`config.mk`:
```
export PLATFORM = sky130hd
export DESIGN_NAME = rri_ctrl
export DESIGN_NICKNAME = d
export VERILOG_FILES = /design/src/rtl/rri_pkg.sv /design/src/rtl/rri_ctrl.sv
export SDC_FILE = /design/constraint.sdc
export NUM_CORES = 1
export LEC_CHECK = 0
export BUFFER_PORTS_ARGS = -buffer_cell sky130_fd_sc_hd__buf_2
export CELL_PAD_IN_SITES_DETAIL_PLACEMENT = 0
export CELL_PAD_IN_SITES_GLOBAL_PLACEMENT = 2
export CORE_UTILIZATION = 25
export DETAILED_ROUTE_END_ITERATION = 6
export PLACE_DENSITY = 0.79
export SKIP_LAST_GASP = 1
export SLEW_MARGIN = 20
export SYNTH_ARGS = -nofsm -noshare
export SYNTH_HDL_FRONTEND = slang
export SYNTH_SLANG_ARGS = --single-unit
```
`constraint.sdc`:
```
create_clock -name i_clk -period 3.2 [get_ports i_clk]
set_input_delay 0 -clock i_clk [delete_from_list [all_inputs] [get_ports i_clk]]
set_output_delay 0 -clock i_clk [all_outputs]
set_load 0.05 [all_outputs]
```
`src/rtl/rri_pkg.sv`:
```
// Shared types, codes and widths for the ray/rectangle intersection block.
`default_nettype none
package rri_pkg;
    localparam int CW = 32;   // coordinate width
    localparam int OW = 33;   // multiplier operand width
    localparam int PW = 66;   // product width
    localparam int AW = 68;   // accumulator / cross product width
    localparam int KW = 31;   // quotient width, Q1.30
    localparam int QW = 32;   // raw quotient bits

    localparam logic [2:0] CFG_CENTER_X = 3'd0;
    localparam logic [2:0] CFG_CENTER_Y = 3'd1;
    localparam logic [2:0] CFG_SIZE_X   = 3'd2;
    localparam logic [2:0] CFG_SIZE_Y   = 3'd3;
    localparam logic [2:0] CFG_COS      = 3'd4;
    localparam logic [2:0] CFG_SIN      = 3'd5;

    localparam logic [3:0] M_NONE    = 4'd0;
    localparam logic [3:0] M_COS_LX  = 4'd1;
    localparam logic [3:0] M_SIN_LY  = 4'd2;
    localparam logic [3:0] M_SIN_LX  = 4'd3;
    localparam logic [3:0] M_COS_LY  = 4'd4;
    localparam logic [3:0] M_DX1_DY2 = 4'd5;
    localparam logic [3:0] M_DY1_DX2 = 4'd6;
    localparam logic [3:0] M_DX2_WY  = 4'd7;
    localparam logic [3:0] M_DY2_WX  = 4'd8;
    localparam logic [3:0] M_DX1_WY  = 4'd9;
    localparam logic [3:0] M_DY1_WX  = 4'd10;
    localparam logic [3:0] M_DX1_UQ  = 4'd11;
    localparam logic [3:0] M_DY1_UQ  = 4'd12;

    localparam logic [1:0] A_NONE = 2'd0;
    localparam logic [1:0] A_LOAD = 2'd1;
    localparam logic [1:0] A_ADD  = 2'd2;
    localparam logic [1:0] A_SUB  = 2'd3;

    localparam logic [3:0] ST_NONE = 4'd0;
    localparam logic [3:0] ST_RAY  = 4'd1;
    localparam logic [3:0] ST_CX   = 4'd2;
    localparam logic [3:0] ST_CY   = 4'd3;
    localparam logic [3:0] ST_AX   = 4'd4;
    localparam logic [3:0] ST_AY   = 4'd5;
    localparam logic [3:0] ST_BX   = 4'd6;
    localparam logic [3:0] ST_BY   = 4'd7;
    localparam logic [3:0] ST_DEN  = 4'd8;
    localparam logic [3:0] ST_NU   = 4'd9;
    localparam logic [3:0] ST_NV   = 4'd10;
    localparam logic [3:0] ST_NORM = 4'd11;
    localparam logic [3:0] ST_UQ   = 4'd12;
    localparam logic [3:0] ST_HX   = 4'd13;
    localparam logic [3:0] ST_HY   = 4'd14;
    localparam logic [3:0] ST_KEY  = 4'd15;

    localparam logic [1:0] OUT_POINT = 2'd0;
    localparam logic [1:0] OUT_NOHIT = 2'd1;
    localparam logic [1:0] OUT_ERROR = 2'd2;

    typedef struct packed {
        logic [3:0] msel;
        logic [1:0] aop;
        logic [3:0] st;
        logic [1:0] k;
        logic       div_start;
        logic       div_sel_v;
        logic       sort_en;
        logic       sort_odd;
        logic       out_load;
        logic [1:0] out_kind;
        logic       out_last;
        logic [1:0] emit;
    } t_cmd;

    typedef struct packed {
        logic       den_zero;
        logic       in_range;
        logic       div_busy;
        logic       div_done;
        logic [2:0] hit_count;
        logic       sorted;
        logic       out_free;
    } t_sts;
endpackage
`default_nettype wire

```
`src/rtl/rri_ctrl.sv`:
```
// Controller: sequences corner build, per-border solve, division, sort and result words.
`default_nettype none
module rri_ctrl (
    input  wire logic          i_clk,
    input  wire logic          i_rst_n,
    input  wire logic          i_s_tvalid,
    output logic               o_s_tready,
    input  wire logic          i_cfg_valid,
    input  wire rri_pkg::t_sts i_sts,
    output rri_pkg::t_cmd      o_cmd
);
    localparam logic [3:0] S_BUILD = 4'd0;
    localparam logic [3:0] S_IDLE  = 4'd1;
    localparam logic [3:0] S_BORD  = 4'd2;
    localparam logic [3:0] S_DIVU  = 4'd3;
    localparam logic [3:0] S_HIT   = 4'd4;
    localparam logic [3:0] S_DIVV  = 4'd5;
    localparam logic [3:0] S_FIN   = 4'd6;
    localparam logic [3:0] S_SORT  = 4'd7;
    localparam logic [3:0] S_EMIT  = 4'd8;

    logic [3:0] r_state, n_state;
    logic [3:0] r_pc, n_pc;
    logic [1:0] r_k, n_k;
    logic [1:0] r_emit, n_emit;
    logic [1:0] r_kind, n_kind;

    always_comb begin
        o_cmd      = '0;
        o_cmd.k    = r_k;
        o_cmd.emit = r_emit;
        n_state    = r_state;
        n_pc       = r_pc + 4'd1;
        n_k        = r_k;
        n_emit     = r_emit;
        n_kind     = r_kind;
        o_s_tready = (r_state == S_IDLE) && !i_cfg_valid;
        case (r_state)
            S_BUILD: begin
                case (r_pc)
                    4'd0: o_cmd.msel = rri_pkg::M_COS_LX;
                    4'd1: begin o_cmd.msel = rri_pkg::M_SIN_LY; o_cmd.aop = rri_pkg::A_LOAD; end
                    4'd2: o_cmd.aop = rri_pkg::A_SUB;
                    4'd3: o_cmd.st = rri_pkg::ST_CX;
                    4'd4: o_cmd.msel = rri_pkg::M_SIN_LX;
                    4'd5: begin o_cmd.msel = rri_pkg::M_COS_LY; o_cmd.aop = rri_pkg::A_LOAD; end
                    4'd6: o_cmd.aop = rri_pkg::A_ADD;
                    default: o_cmd.st = rri_pkg::ST_CY;
                endcase
                if (r_pc == 4'd7) begin
                    n_pc = '0;
                    n_k  = r_k + 2'd1;
                    if (r_k == 2'd3) n_state = S_IDLE;
                end
            end
            S_IDLE: begin
                n_pc = '0;
                if (i_s_tvalid && o_s_tready) begin
                    o_cmd.st = rri_pkg::ST_RAY;
                    n_state  = S_BORD;
                    n_k      = '0;
                end
            end
            S_BORD: begin
                case (r_pc)
                    4'd0: o_cmd.st = rri_pkg::ST_AX;
                    4'd1: o_cmd.st = rri_pkg::ST_AY;
                    4'd2: o_cmd.st = rri_pkg::ST_BX;
                    4'd3: o_cmd.st = rri_pkg::ST_BY;
                    4'd4: o_cmd.msel = rri_pkg::M_DX1_DY2;
                    4'd5: begin o_cmd.msel = rri_pkg::M_DY1_DX2; o_cmd.aop = rri_pkg::A_LOAD; end
                    4'd6: begin o_cmd.msel = rri_pkg::M_DX2_WY;  o_cmd.aop = rri_pkg::A_SUB;  end
                    4'd7: begin
                        o_cmd.msel = rri_pkg::M_DY2_WX;
                        o_cmd.aop  = rri_pkg::A_LOAD;
                        o_cmd.st   = rri_pkg::ST_DEN;
                    end
                    4'd8: begin o_cmd.msel = rri_pkg::M_DX1_WY; o_cmd.aop = rri_pkg::A_SUB; end
                    4'd9: begin
                        o_cmd.msel = rri_pkg::M_DY1_WX;
                        o_cmd.aop  = rri_pkg::A_LOAD;
                        o_cmd.st   = rri_pkg::ST_NU;
                    end
                    4'd10: o_cmd.aop = rri_pkg::A_SUB;
                    4'd11: o_cmd.st = rri_pkg::ST_NV;
                    4'd12: begin
                        o_cmd.st = rri_pkg::ST_NORM;
                        if (i_sts.den_zero) begin
                            n_kind  = rri_pkg::OUT_ERROR;
                            n_emit  = '0;
                            n_state = S_EMIT;
                        end
                    end
                    default: begin
                        n_pc = '0;
                        if (i_sts.in_range) begin
                            o_cmd.div_start = 1'b1;
                            n_state         = S_DIVU;
                        end else begin
                            n_k = r_k + 2'd1;
                            if (r_k == 2'd3) n_state = S_FIN;
                        end
                    end
                endcase
            end
            S_DIVU: begin
                n_pc = '0;
                if (i_sts.div_done) begin
                    o_cmd.st = rri_pkg::ST_UQ;
                    n_state  = S_HIT;
                end
            end
            S_HIT: begin
                case (r_pc)
                    4'd0: o_cmd.msel = rri_pkg::M_DX1_UQ;
                    4'd1: begin o_cmd.msel = rri_pkg::M_DY1_UQ; o_cmd.st = rri_pkg::ST_HX; end
                    default: begin
                        o_cmd.st        = rri_pkg::ST_HY;
                        o_cmd.div_start = 1'b1;
                        o_cmd.div_sel_v = 1'b1;
                        n_state         = S_DIVV;
                    end
                endcase
            end
            S_DIVV: begin
                n_pc = '0;
                o_cmd.div_sel_v = 1'b1;
                if (i_sts.div_done) begin
                    o_cmd.st = rri_pkg::ST_KEY;
                    n_k      = r_k + 2'd1;
                    n_state  = (r_k == 2'd3) ? S_FIN : S_BORD;
                end
            end
            S_FIN: begin
                n_pc   = '0;
                n_emit = '0;
                n_kind = rri_pkg::OUT_POINT;
                if (i_sts.hit_count == 3'd0) begin
                    n_kind  = rri_pkg::OUT_NOHIT;
                    n_state = S_EMIT;
                end else if (i_sts.sorted) begin
                    n_state = S_SORT;
                end else begin
                    n_state = S_EMIT;
                end
            end
            S_SORT: begin
                o_cmd.sort_en  = 1'b1;
                o_cmd.sort_odd = r_pc[0];
                if (r_pc == 4'd3) n_state = S_EMIT;
            end
            S_EMIT: begin
                o_cmd.out_kind = r_kind;
                o_cmd.out_last = (r_kind != rri_pkg::OUT_POINT)
                              || (({1'b0, r_emit} + 3'd1) == i_sts.hit_count);
                if (i_sts.out_free) begin
                    o_cmd.out_load = 1'b1;
                    if (o_cmd.out_last) n_state = S_IDLE;
                    else n_emit = r_emit + 2'd1;
                end
            end
            default: n_state = S_IDLE;
        endcase
        if (i_cfg_valid) begin
            n_state = S_BUILD;
            n_pc    = '0;
            n_k     = '0;
        end
    end

    always_ff @(posedge i_clk) begin
        if (!i_rst_n) begin
            r_state <= S_BUILD;
            r_pc    <= '0;
            r_k     <= '0;
            r_emit  <= '0;
            r_kind  <= rri_pkg::OUT_POINT;
        end else begin
            r_state <= n_state;
            r_pc    <= n_pc;
            r_k     <= n_k;
            r_emit  <= n_emit;
            r_kind  <= n_kind;
        end
    end

    a_load_free: assert property (@(posedge i_clk) disable iff (!i_rst_n)
        o_cmd.out_load |-> i_sts.out_free)
        else $error("result word loaded over a pending word");
    a_div_idle: assert property (@(posedge i_clk) disable iff (!i_rst_n)
        o_cmd.div_start |-> !i_sts.div_busy)
        else $error("divider restarted while busy");
    a_accept_bord: assert property (@(posedge i_clk) disable iff (!i_rst_n)
        (i_s_tvalid && o_s_tready) |=> (r_state == S_BORD && r_pc == 4'd0 && r_k == 2'd0))
        else $error("accepted ray did not start border solve");
    a_range_nonzero: assert property (@(posedge i_clk) disable iff (!i_rst_n)
        (r_state == S_BORD && r_pc == 4'd13) |-> !i_sts.den_zero)
        else $error("range test reached with zero denominator");
endmodule
`default_nettype wire

```
==> results.md <==
- Status: finished clean
- Post-Synthesis Cell Area: 1614 um^2
- Yosys reg bits: 14
- R2R Path Start: r_pc[0]
- Crit. End Element: primary output
- Setup Buffers After CTS: 0
- Area leader, netlist: dfxtp_1
- Critical path required time: approximately 3.2 ns
- Crit path arrival time: between 2 and 3 ns
- Final core occ: 30.80%
- CP Launch Point: r_state[0]
- LEAKAGE: 0.0007609 uW
- DRT iter0 DRCs: 146
- Post-synth EDFFs: 0
- GPL Wtd Cong: 0.8397
- DP HPWL: between 3 and 4 mm
- DR vias: around 1,800
- Logic pwr share: 21.3%
- Final Hold Fails: 0
- Async SR Flop Fraction: 0%
- Largest net degree at the start of global routing: 24
- Seq pwr share: between 40% and 50%
- Initial cell density of the core: 26.63%
- Max rail drop VDD: 116.4 uV
- Grt ovf: 0
- PwrDens: 220.4 nW/um^2
- Internal Power: around 290 uW
- Yosys cell types: 60
- Sequential-to-total area share from yosys stat: 17.36%
- First-pass GRT wire length: 7.948 mm
- Die X: 82.35 um
- Fillers: 657
- Post-CTS Hold Buffers: 0
- Post-layout min period: 2.572 ns
- DR DRC count: 0
- Bufs on Longest Clock Path: 2
- Die H: just over 80 um
- Gr busiest metal: met2
- Fraction of layout instances using a drive strength above 1: 21.86%
- Clock power frac: 35.6%
- Sw frac: 30.26%
- Min-Delay Path Class: input port to flip-flop
- Worst-skew pair later-pin latency: 0.24 ns
- Clk slew on worst S/H paths: 0.06 ns
- Worst Max-Slew Pin Slew: slightly below 0.8 ns
- # IOs: 36
- P_sw: 124.5 uW
- Tot GR Track Use: 15.23%
- Final WL: 4.920 mm
- Syn_nets: 242
- Finish-stage setup viols: 0
- Yosys top cell area share: between 10% and 20%
- Dpl ws: between 0.7 and 0.8 ns
- Vias per cell: 5.450
- YS warnings: 0
- TNS Setup: 0 ns
- Average wire per standard cell: 15.28 um
- Final Skew: 0.002382 ns
- RSZ-0062 raised after global routing: false
- WHS: 0.04754 ns
- Largest cells by area after synthesis: dfxtp_1, nand2_1, ha_1, nor2_1, o21ai_0
- Nets@finish: 268
- Non-Filler Instances: between 300 and 400
- Die area: ~6800 um^2
- FP Rows: 28
- Clk root buf: clkbuf_8
- Cell count after synthesis: around 220
- CTS tree: yes
- Antenna violations before repair: 0
- Fmax: 388.9 MHz
- Mapped Avg Cell Area: 7.238 um^2
- Grt met1 use: 21.93%
- H-tree depth: 1
- Max cap viols: 0
- Fin crit share: 80.36%
- Port bufs: 34
- # resized after CTS: 0
- Reg2reg path depth: 8
- N_diodes: 0
- Vias in the first global route: 1,626
- CP startpoint kind: flip-flop
- Hold depth: 2
- WS Path Type: flip-flop to primary output
- Worst Setup Slack, final: 0.6284 ns
- Total CTS buffers: 3
- Met2 Track Usage GR: 23.88%
- Met3 Use GR: under 10%
- Worst Hold Launch: i_rst_n
- Core ar.: ~6100 um^2
- Slew HR: 47.48%
- ANT nets after route: 0
- Pins Over Slew Limit: 0
- Detailed Routing Iterations Pass 1: 4
- Area delta synth->final: 15.66%
- Worst Path Max Fanout: 22
- Placed cells: roughly 320
- Clock sink total: 14
- Main synth FF type: dfxtp_1
stage by stage:
stage	cell area [um^2]	total power [uW]
after floorplan	1614	242.0
after global placement	1826	268.8
after detailed placement	1826	268.6
after CTS	1867	417.3
after global routing	1867	428.6
final	1867	411.4
flip-flops by register name (all words and copies together), names as in the netlist:
name and count:
r_emit 2, r_pc 4, r_kind 2, r_state 4
r_k 2
cell type report:
type	instances	area, um^2	area share [%]
inverter	9	33.78	1.810
sequential	14	280.3	15.01
multi-input combinational	181	1202	64.41
tap	75	93.84	5.027
timing repair buffer	40	215.2	11.53
clock buffer	3	41.29	2.212
cells in the mapped netlist (all sizes together), types with 2 or more instances:
master / count
nor2: 20
or4: 2
nand2: 25
nor3: 8
nor4: 6
mux2i: 5
a22oi: 2
a31oi: 5
a32o: 3
buf: 12
nand3b: 2
o221ai: 3
o32ai: 3
a311oi: 3
nand2b: 9
nand4: 2
a21oi: 10
ha: 6
nor4b: 4
nor2b: 5
and2: 4
clkbuf: 7
a21boi: 2
xor2: 2
or3: 2
o21ai: 12
a31o: 2
dfxtp: 14
a221oi: 2
and3: 3
nand3: 7
xnor2: 2
inv: 9
cells by family (layout without fill, tap and decap cells):
logic type                 Yosys count  in the layout  share of synthesized area (%)
xor gates and xnor gates             4              4                          2.171
DFF                                 14             14                          17.36
and+or+nand+nor                    102            102                          34.26
AOI/OAI and AO/OA                   64             64                          30.31
buffers and inverters               28             52                          8.140
muxes                                5              5                          3.101
adders and majority gates            6              6                          4.651
placed cells by master (no fill, tap or decap), types with 3 or more instances in the layout:
master | netlist | layout
nand3_1 | 7 | 7
nor3_1 | 8 | 8
nor4_1 | 5 | 5
and3_1 | 3 | 3
o32ai_1 | 3 | 3
nand2b_1 | 9 | 9
buf_2 | 6 | 34
mux2i_1 | 5 | 5
nor2b_1 | 5 | 5
nand2_1 | 25 | 25
a31oi_1 | 5 | 5
clkbuf_8 | 0 | 3
buf_4 | 1 | 6
a21oi_1 | 10 | 10
a311oi_1 | 3 | 3
inv_1 | 9 | 9
nor2_1 | 20 | 20
o21ai_0 | 12 | 12
a32o_1 | 3 | 3
and2_1 | 4 | 4
ha_1 | 6 | 6
dfxtp_1 | 14 | 14
power by group through the flow:
stage | registers (uW) | clock network (uW) | logic (uW)
floorplan | 181 | 0 | 61.3
global placement | 181 | 0 | 87.9
detailed placement | 181 | 0 | 87.6
CTS | 177 | 152 | 87.9
global route | 177 | 157 | 94.6
finish | 177 | 147 | 87.7
routing by layer:
layer | vias to the layer above | wire, um | share of wire (%)
met1 | 826 | 2439 | 50
li1 | 883 | - | -
met2 | 42 | 2214 | 45
met5 | - | 0 | 0
met3 | 4 | 225 | 4.6
met4 | 0 | 40 | 0.81
worst max-delay path, cell delays in order (launching register included):
cell	delay (ns)
dfxtp_1	0.56
nor2_1	0.43
nand3b_1	0.32
nor4_1	0.46
o21ai_0	0.13
o2111ai_1	0.12
buf_2	0.30
final timing paths:
check	to	slack, ns
setup / recovery	o_cmd[12]	0.63
setup reg to reg	r_state[0]	0.74
hold / removal	r_kind[1]	0.05
hold reg to reg	r_emit[1]	0.49
(Power assumes the default switching activity.)
